**src/hdl/dmc_pkg.sv**
```systemverilog
// Shared types and constants of the depth-first maze carver.
// Used by dmc_ctrl, dmc_datapath and dfs_maze_carver; depends on nothing.
`default_nettype none

package dmc_pkg;

	// Default grid limits
	localparam int DMC_MAX_WIDTH  = 64;
	localparam int DMC_MAX_HEIGHT = 64;

	// Register indexes of the configuration port
	localparam logic REG_GRID_WIDTH  = 1'b0;
	localparam logic REG_GRID_HEIGHT = 1'b1;

	// Size written at reset
	localparam logic [6:0] REG_RESET_DIM = 7'd16;

	// Parent code of a cell that has no way back
	localparam logic [2:0] PARENT_NONE = 3'd7;

	// Request codes
	localparam logic REQ_START = 1'b0;

	// Direction codes
	typedef enum logic [1:0] {
		DIR_UP    = 2'd0,
		DIR_DOWN  = 2'd1,
		DIR_RIGHT = 2'd2,
		DIR_LEFT  = 2'd3
	} dir_t;

	// Datapath commands
	typedef enum logic [3:0] {
		OP_NONE,
		OP_ACCEPT,
		OP_START,
		OP_CLEAR,
		OP_MOVE_RD,
		OP_MOVE_RDC,
		OP_MOVE_WRC,
		OP_MOVE_WRN,
		OP_BT_RD,
		OP_BT_RDC,
		OP_BT_STEP,
		OP_SET_DONE,
		OP_LOAD_OUT
	} op_t;

	// Controller states
	typedef enum logic [3:0] {
		ST_CLEAR_RST,
		ST_IDLE,
		ST_DISPATCH,
		ST_CLEAR,
		ST_MOVE_CHK,
		ST_MOVE_WRC,
		ST_MOVE_WRN,
		ST_BT_TOP,
		ST_BT_NB,
		ST_BT_STEP,
		ST_FINISH
	} state_t;

	// Status from datapath to controller
	typedef struct packed {
		logic is_start;
		logic done;
		logic clear_last;
		logic rd_visited;
		logic guard_zero;
		logic at_origin;
		logic parent_bad;
		logic k_wrap;
	} stat_t;

endpackage

`default_nettype wire

```
**src/hdl/dmc_ctrl.sv**
```systemverilog
// Controller of the maze carver: sequences clearing, moves and backtracking.
// Issues op_t commands to dmc_datapath and owns the handshakes; uses dmc_pkg.
`default_nettype none

module dmc_ctrl
	import dmc_pkg::*;
(
	input  wire logic  clk,
	input  wire logic  arst_n,
	input  wire logic  in_valid,
	output logic       in_ready,
	output logic       out_valid,
	input  wire logic  out_ready,
	input  wire stat_t stat,
	output op_t        op
);

	state_t state_q, state_d;
	logic   out_valid_q;

	// State and result-valid registers
	always_ff @(posedge clk or negedge arst_n) begin
		if (!arst_n) begin
			state_q     <= ST_CLEAR_RST;
			out_valid_q <= 1'b0;
		end else begin
			state_q <= state_d;
			if (op == OP_LOAD_OUT) begin
				out_valid_q <= 1'b1;
			end else if (out_ready) begin
				out_valid_q <= 1'b0;
			end
		end
	end

	// Next state and commands
	always_comb begin
		state_d = state_q;
		op      = OP_NONE;
		case (state_q)
			ST_CLEAR_RST: begin
				op = OP_CLEAR;
				if (stat.clear_last) state_d = ST_IDLE;
			end
			ST_IDLE: begin
				if (in_valid) begin
					op      = OP_ACCEPT;
					state_d = ST_DISPATCH;
				end
			end
			ST_DISPATCH: begin
				if (stat.is_start) begin
					op      = OP_START;
					state_d = ST_CLEAR;
				end else if (stat.done) begin
					state_d = ST_FINISH;
				end else begin
					op      = OP_MOVE_RD;
					state_d = ST_MOVE_CHK;
				end
			end
			ST_CLEAR: begin
				op = OP_CLEAR;
				if (stat.clear_last) state_d = ST_FINISH;
			end
			ST_MOVE_CHK: begin
				if (stat.rd_visited) begin
					state_d = ST_FINISH;
				end else begin
					op      = OP_MOVE_RDC;
					state_d = ST_MOVE_WRC;
				end
			end
			ST_MOVE_WRC: begin
				op      = OP_MOVE_WRC;
				state_d = ST_MOVE_WRN;
			end
			ST_MOVE_WRN: begin
				op      = OP_MOVE_WRN;
				state_d = ST_BT_TOP;
			end
			ST_BT_TOP: begin
				if (stat.guard_zero) begin
					op      = OP_SET_DONE;
					state_d = ST_FINISH;
				end else begin
					op      = OP_BT_RD;
					state_d = ST_BT_NB;
				end
			end
			ST_BT_NB: begin
				// stop at a free neighbor; once all four are visited, finish at the origin or else pop
				if (!stat.rd_visited) begin
					state_d = ST_FINISH;
				end else if (stat.k_wrap) begin
					if (stat.at_origin) begin
						op      = OP_SET_DONE;
						state_d = ST_FINISH;
					end else begin
						op      = OP_BT_RDC;
						state_d = ST_BT_STEP;
					end
				end else begin
					op = OP_BT_RD;
				end
			end
			ST_BT_STEP: begin
				op      = OP_BT_STEP;
				state_d = stat.parent_bad ? ST_FINISH : ST_BT_TOP;
			end
			ST_FINISH: begin
				if (!out_valid_q || out_ready) begin
					op      = OP_LOAD_OUT;
					state_d = ST_IDLE;
				end
			end
			default: begin
				state_d = ST_IDLE;
			end
		endcase
	end

	assign in_ready  = (state_q == ST_IDLE);
	assign out_valid = out_valid_q;

	// A pending result is never overwritten
	a_no_overwrite: assert property (@(posedge clk) disable iff (!arst_n)
		(op == OP_LOAD_OUT) |-> (!out_valid_q || out_ready))
		else $error("result loaded over an untaken one");

	// An accepted transaction is dispatched next
	a_dispatch: assert property (@(posedge clk) disable iff (!arst_n)
		(in_valid && in_ready) |=> (state_q == ST_DISPATCH))
		else $error("accepted transaction not dispatched");

	// Valid rises only from a load
	a_valid_src: assert property (@(posedge clk) disable iff (!arst_n)
		$rose(out_valid_q) |-> $past(op == OP_LOAD_OUT))
		else $error("result valid without a load");

	// Backtrack pops only after the fourth neighbor read
	a_pop_order: assert property (@(posedge clk) disable iff (!arst_n)
		(op == OP_BT_RDC) |-> (state_q == ST_BT_NB && stat.k_wrap))
		else $error("pop before neighbor scan finished");

endmodule

`default_nettype wire

```
**config.mk**
```make
export PLATFORM = sky130hd
export DESIGN_NAME = dmc_ctrl
export DESIGN_NICKNAME = d
export VERILOG_FILES = /design/src/hdl/dmc_pkg.sv /design/src/hdl/dmc_ctrl.sv
export SDC_FILE = /design/constraint.sdc
export NUM_CORES = 1
export LEC_CHECK = 0
export BUFFER_PORTS_ARGS = -buffer_cell sky130_fd_sc_hd__buf_2
export CAP_MARGIN = 30
export CORE_AREA = 4 4 41 43
export CTS_BUF_LIST = sky130_fd_sc_hd__clkbuf_8
export DETAILED_ROUTE_END_ITERATION = 10
export DIE_AREA = 0 0 45 47
export PLACE_DENSITY = 0.77
export SYNTH_ARGS = -nofsm -noshare
export SYNTH_HDL_FRONTEND = slang
export SYNTH_SLANG_ARGS = --single-unit
export TNS_END_PERCENT = 5
```
**constraint.sdc**
```tcl
create_clock -name clk -period 2.08 [get_ports clk]
set_input_delay 0.104 -clock clk [delete_from_list [all_inputs] [get_ports clk]]
set_output_delay 0.104 -clock clk [all_outputs]
set_load 0.02 [all_outputs]
```
==> results of run 1 <==
-- registers in the layout, indices dropped and copies added, names as in the netlist --
| name | count |
|---|---|
| state_q | 4 |
| out_valid | 1 |
-- repair_timing --
action / 4_1_cts / 5_1_grt
buffers inserted: 0 / 0
gates resized for setup: 0 / 0
hold buffers: 1 / 0
hold endpoints to repair: 5 / 0
-- through the flow --
stage / utilization [%] / instances / power [mW] / setup WS, ns / area (um^2)
6_report: 64.5 / 126 / 1.39 / 0.209 / 840
5_1_grt: 64.5 / 126 / 1.50 / 0.118 / 840
4_1_cts: 64.5 / 126 / 1.39 / 0.226 / 840
3_5_place_dp: 60.3 / 121 / 1.21 / 0.299 / 785
3_3_place_gp: 60.3 / 121 / 1.19 / 0.348 / 785
2_1_floorplan: - / 92 / 0.988 / 0.358 / 689
-- cells by family after synthesis --
| family | count (synthesis) | share of synthesized area [%] |
|---|---|---|
| mux | 2 | 3.09 |
| flops | 5 | 18.1 |
| compound gates | 31 | 35.8 |
| buf+inv | 12 | 8.35 |
| xor+xnor | 1 | 1.27 |
| simple gates | 41 | 33.4 |
-- layout by cell type, fill, tap and decap left out, types with 2 or more instances in the layout --
| cell | n |
|---|---|
| a21o_1 | 2 |
| nand2b_1 | 7 |
| nand3_1 | 5 |
| nand2_1 | 7 |
| buf_4 | 4 |
| dfrtp_1 | 5 |
| o21ai_0 | 10 |
| nor2_1 | 8 |
| a21oi_1 | 3 |
| inv_1 | 6 |
| o22ai_1 | 5 |
| nor3_1 | 4 |
| o32ai_4 | 2 |
| buf_2 | 17 |
| nor2b_1 | 2 |
| clkbuf_8 | 3 |
-- synth_stat cells, types with 2 or more instances --
| cell | number |
|---|---|
| o21ai_0 | 10 |
| nor2_1 | 8 |
| nand2_1 | 7 |
| nand2b_1 | 7 |
| dfrtp_1 | 5 |
| inv_1 | 5 |
| nand3_1 | 5 |
| o22ai_1 | 5 |
| buf_2 | 4 |
| nor3_1 | 4 |
| a21oi_1 | 3 |
| a21o_1 | 2 |
| nor2b_1 | 2 |
| o32ai_4 | 2 |
-- worst register-to-register path, delay by kind of cell, from the launching register on --
| kind | cells | cell delay [ns] |
|---|---|---|
| and+or+nand+nor | 3 | 0.82 |
| AOI/OAI and AO/OA | 2 | 0.42 |
| DFF | 1 | 0.48 |
-- how the worst min path moves through the flow --
stage / endpoint / slack [ns] / depth (start not counted)
finish: state_q[3] / 0.26 / 4
CTS: state_q[3] / 0.22 / 2
floorplan: out_valid / -0.19 / 0
detailed placement: out_valid / -0.08 / 1
global route: state_q[2] / 0.27 / 2
global placement: out_valid / -0.08 / 1
-- power breakdown --
part	switching (mW)	internal, mW
sequential	0.0591	0.143
clock	0.0434	0.126
combinational	0.589	0.429
-- area by class of cell --
class / count / area, um^2
multi-input cells: 75 / 507
fillers: 107 / 462
flip-flops and latches: 5 / 125
repair buffers: 22 / 125
clock buffers: 3 / 41.3
inverters: 5 / 18.8
well taps: 15 / 18.8
clock inverters: 1 / 3.75
-- layer usage --
metal / wire [um] / GRT usage, %
met1: 777 / 22.8
met3: 111 / 3.07
met2: 864 / 30.5
met4: 95 / 18.1
met5: 0 / 0
==> out/summary.txt, run 1 <==
Status -> completed
Starting DRT DRC Count -> 26
H-tree depth -> 1
CTS tree -> yes
Ys flop type -> dfrtp_1
Leakage Power -> 0.375 nW
Total global-route track usage -> 19.5%
Synth Instances -> 92
CP top delay family -> compound AO/OA/AOI/OAI gates
Ports -> 18
PD cells -> 1660 mW/mm^2
Register-to-Register Path Depth -> 5
Top-area cell type share of the netlist area -> 18.1%
Crit start category -> flop
RSZ-0062 raised after global routing -> no
Initial antenna violation count -> 0
Final Hold Viols -> 0
Tmin final -> 1.87 ns
WP buf/inv -> 2
Syn Nets -> 104
Max-Cap Viols -> 0
Gr ovfl total -> 0
PortBufs -> 17
Crit end category -> output pin
Post-route ant nets -> 0
Worst Max-Slew Pin Slew -> 0.326 ns
Clock latency on the worst-skew pair -> 0.22 ns
Die Area -> 0.00212 mm^2
Setup TNS -> 0 ns
Chip Height -> 47 um
Final Skew -> 0.000405 ns
Gpl congestion -> 0.853
Clock Sinks -> 5
FP Rows -> 13
CP max-delay cell -> dfrtp_1
Count of different cell masters after synthesis -> 37
Max Slew Vio Count -> 0
CP max FO -> 12
CP arrival -> 1.77 ns
Area leader, netlist -> dfrtp_1
Vias in the first global route -> 718
Critical Path Max Stage Delay -> 0.48 ns
Initial Util -> 53.0%
Pre-antenna DRT Iters -> 4
Clock Tree Buf Depth -> 2
Layout cells sized above 1 -> 30.6%
Peak VDD IR -> 1220 uV
Via density -> 5.97
Crit Reg-Reg Endpoint -> state_q[1]
# diodes -> 0
Worst slew margin -> 78.3%
Launching point of the worst reg2reg path -> state_q[0]
Top cells by area, synth -> dfrtp_1 18%, o32ai_4 8.0%, o21ai_0 7.3%
Routed len/inst -> 14.7 um
CP endpoint -> op[0]
Fraction of registers with async set/reset -> 100%
Yosys Warn Count -> 0
Area grow syn2layout -> 21.8%
Clock Tree Root -> clkbuf_8
Pin count of the biggest net entering global routing -> 20
Crit share post-route -> 89.9%
DRC Markers -> 0
Placed wire-length estimate -> 1430 um
Syn_area_per_cell -> 7.49 um^2
Vias -> 752
Nets -> 124
Hold WS -> 0.261 ns
Post-synth EDFFs -> 0
FF-to-FF setup slack -> 0.29 ns
Hold path startpoint -> stat[5]
Hold Path Class -> in -> reg
First-pass GRT wire length -> 2980 um
# setup viols final -> 0
CP Cell Sequence -> buf_4, o21bai_1, o21ai_0, nand2_1, o21ai_0, o31ai_1, buf_2
Most used cell, CP -> o21ai_0
Chip width -> 45 um
Sequential fraction of the synthesis area -> 18.1%
Cell Area, Synth -> 689 um^2
Max Clock Freq -> 535 MHz
CTS Buf Count -> 3
Synthesis-stage register bit count -> 5
Clock transition at path regs -> 0.03 ns
Critical Path Start -> state_q[0]
Core area -> 0.00130 mm^2
Routed Wire Length -> 1850 um
WP data required -> 1.98 ns
WS Path Type -> reg -> out
Critical Path Stages -> 7
(Power assumes the default switching activity.)
==> inputs of run 2 (changes only) <==
- PLACE_DENSITY: 0.77 -> 0.78
==> run 2 against run 1 <==
Power increased by 1.1%; combinational power about the same; register-to-register slack got worse by 0.02 ns; die area unchanged; global-route usage decreased by 0.17 points; sequential cell count unchanged; critical path depth unchanged; worst setup slack improved by 0.0030 ns; core utilization increased by 0.67 points; cell count increased by 0.79%; critical endpoint unchanged; largest power group unchanged.
==> out/summary.txt, run 2 (synthesized netlist as in run 1, its figures left out) <==
PD cells -> 1660 mW/mm^2
CP arrival -> 1.76 ns
Starting DRT DRC Count -> 21
Area grow syn2layout -> 23.0%
Final Hold Viols -> 0
Gr ovfl total -> 0
Initial Util -> 53.0%
# setup viols final -> 0
Clock transition at path regs -> 0.03 ns
# diodes -> 0
Leakage Power -> 0.379 nW
Crit share post-route -> 89.8%
Hold WS -> 0.224 ns
Largest Register -> state_q
Routed Wire Length -> 1810 um
Chip width -> 45 um
Core area -> 0.00130 mm^2
RSZ-0062 raised after global routing -> no
Worst slew margin -> 77.5%
CTS Buf Count -> 3
Ports -> 18
Routed len/inst -> 14.2 um
Via density -> 6.04
CTS tree -> yes
PortBufs -> 17
FP Rows -> 13
Setup TNS -> 0 ns
Commonest non-fill, non-tap cell in the layout -> buf_2
Clock Tree Buf Depth -> 2
WP data required -> 1.98 ns
Setup bufs post-CTS -> 0
Pre-antenna DRT Iters -> 4
H-tree depth -> 1
Clock Tree Root -> clkbuf_8
Vias -> 767
WS Path Type -> reg -> out
Die Area -> 0.00212 mm^2
Layout cells sized above 1 -> 32.1%
Gpl congestion -> 0.892
Max-Cap Viols -> 0
CP max FO -> 10
Post-route ant nets -> 0
Tmin final -> 1.87 ns
Final Skew -> 0.00127 ns
Clock Sinks -> 5
Vias in the first global route -> 703
Crit end category -> output pin
Nets -> 125
Max FFs per register -> 4
Chip Height -> 47 um
Max Clock Freq -> 535 MHz
Peak VDD IR -> 927 uV
Status -> completed
Max Slew Vio Count -> 0
DRC Markers -> 0
Crit start category -> flop
Power consumption -> 1.41 mW
Placed wire-length estimate -> 1430 um
Clock latency on the worst-skew pair -> 0.22 ns
First-pass GRT wire length -> 3040 um
Most frequent cells in the layout -> 17 x buf_2, 10 x o21ai_0, 8 x nor2_1, 7 x nand2b_1, 7 x nand2_1
Initial antenna violation count -> 0
Total global-route track usage -> 19.3%
Worst Max-Slew Pin Slew -> 0.335 ns
Pin count of the biggest net entering global routing -> 16
Hold Path Class -> in -> async
## run 2: changes by cell type in the layout (fill, tap and decap cells not counted)
cell | before | now
dfrtp_2 | 0 | 1
dfrtp_1 | 5 | 4
buf_4 | 4 | 5
## run 2: critical path, cell delays in order, from the launching register on
cell and delay (ns):
dfrtp_1 0.46, buf_4 0.21, o21bai_1 0.16, o21ai_0 0.14, nand2_1 0.09, o21ai_0 0.07, o31ai_1 0.22, buf_2 0.20
## run 2: worst paths after layout
path / slack, ns / from / cells after the start / end
max reg2reg: 0.27 / state_q[2] / 5 / state_q[1]
max: 0.21 / state_q[0] / 7 / op[0]
min reg2reg: 0.62 / state_q[1] / 1 / state_q[2]
max in group asynchronous: 1.71 / arst_n / 2 / state_q[1]
min in group clk: 0.26 / stat[5] / 4 / state_q[3]
min: 0.22 / arst_n / 2 / state_q[3]
## run 2: layout make-up
| cell class | instances | area, um^2 |
|---|---|---|
| multi-input cells | 75 | 507 |
| flip-flops and latches | 5 | 126 |
| inverters | 5 | 18.8 |
| repair buffers | 23 | 133 |
| well taps | 15 | 18.8 |
| clock buffers | 3 | 41.3 |
| clock inverters | 1 | 3.75 |
| fillers | 117 | 453 |
## run 2: layer usage
layer  wire (um)  track usage [%]
met5           0                0
met3         109             3.45
met4          29             5.85
met2         918             33.1
met1         749             24.8
## run 2: stage by stage
stage | cell area (um^2) | worst slack (ns) | cells | utilization, %
5_1_grt | 848 | 0.0217 | 127 | 65.2
3_3_place_gp | 792 | 0.312 | 122 | 60.9
6_report | 848 | 0.212 | 127 | 65.2
4_1_cts | 847 | 0.148 | 127 | 65.1
2_1_floorplan | 689 | 0.358 | 92 | -
3_5_place_dp | 792 | 0.238 | 122 | 60.9
## run 2: repair_timing
action	4_1_cts	5_1_grt
hold buffers	1	0
resized for setup	0	1
setup endpoints to repair	0	1
hold endpoints to repair	5	0
## run 2: power by group
group / leakage (nW) / internal [mW] / switching [mW] / total [mW]
registers: 0.0633 / 0.145 / 0.0750 / 0.220
clock network: 0.0269 / 0.126 / 0.0445 / 0.171
logic: 0.289 / 0.441 / 0.574 / 1.02
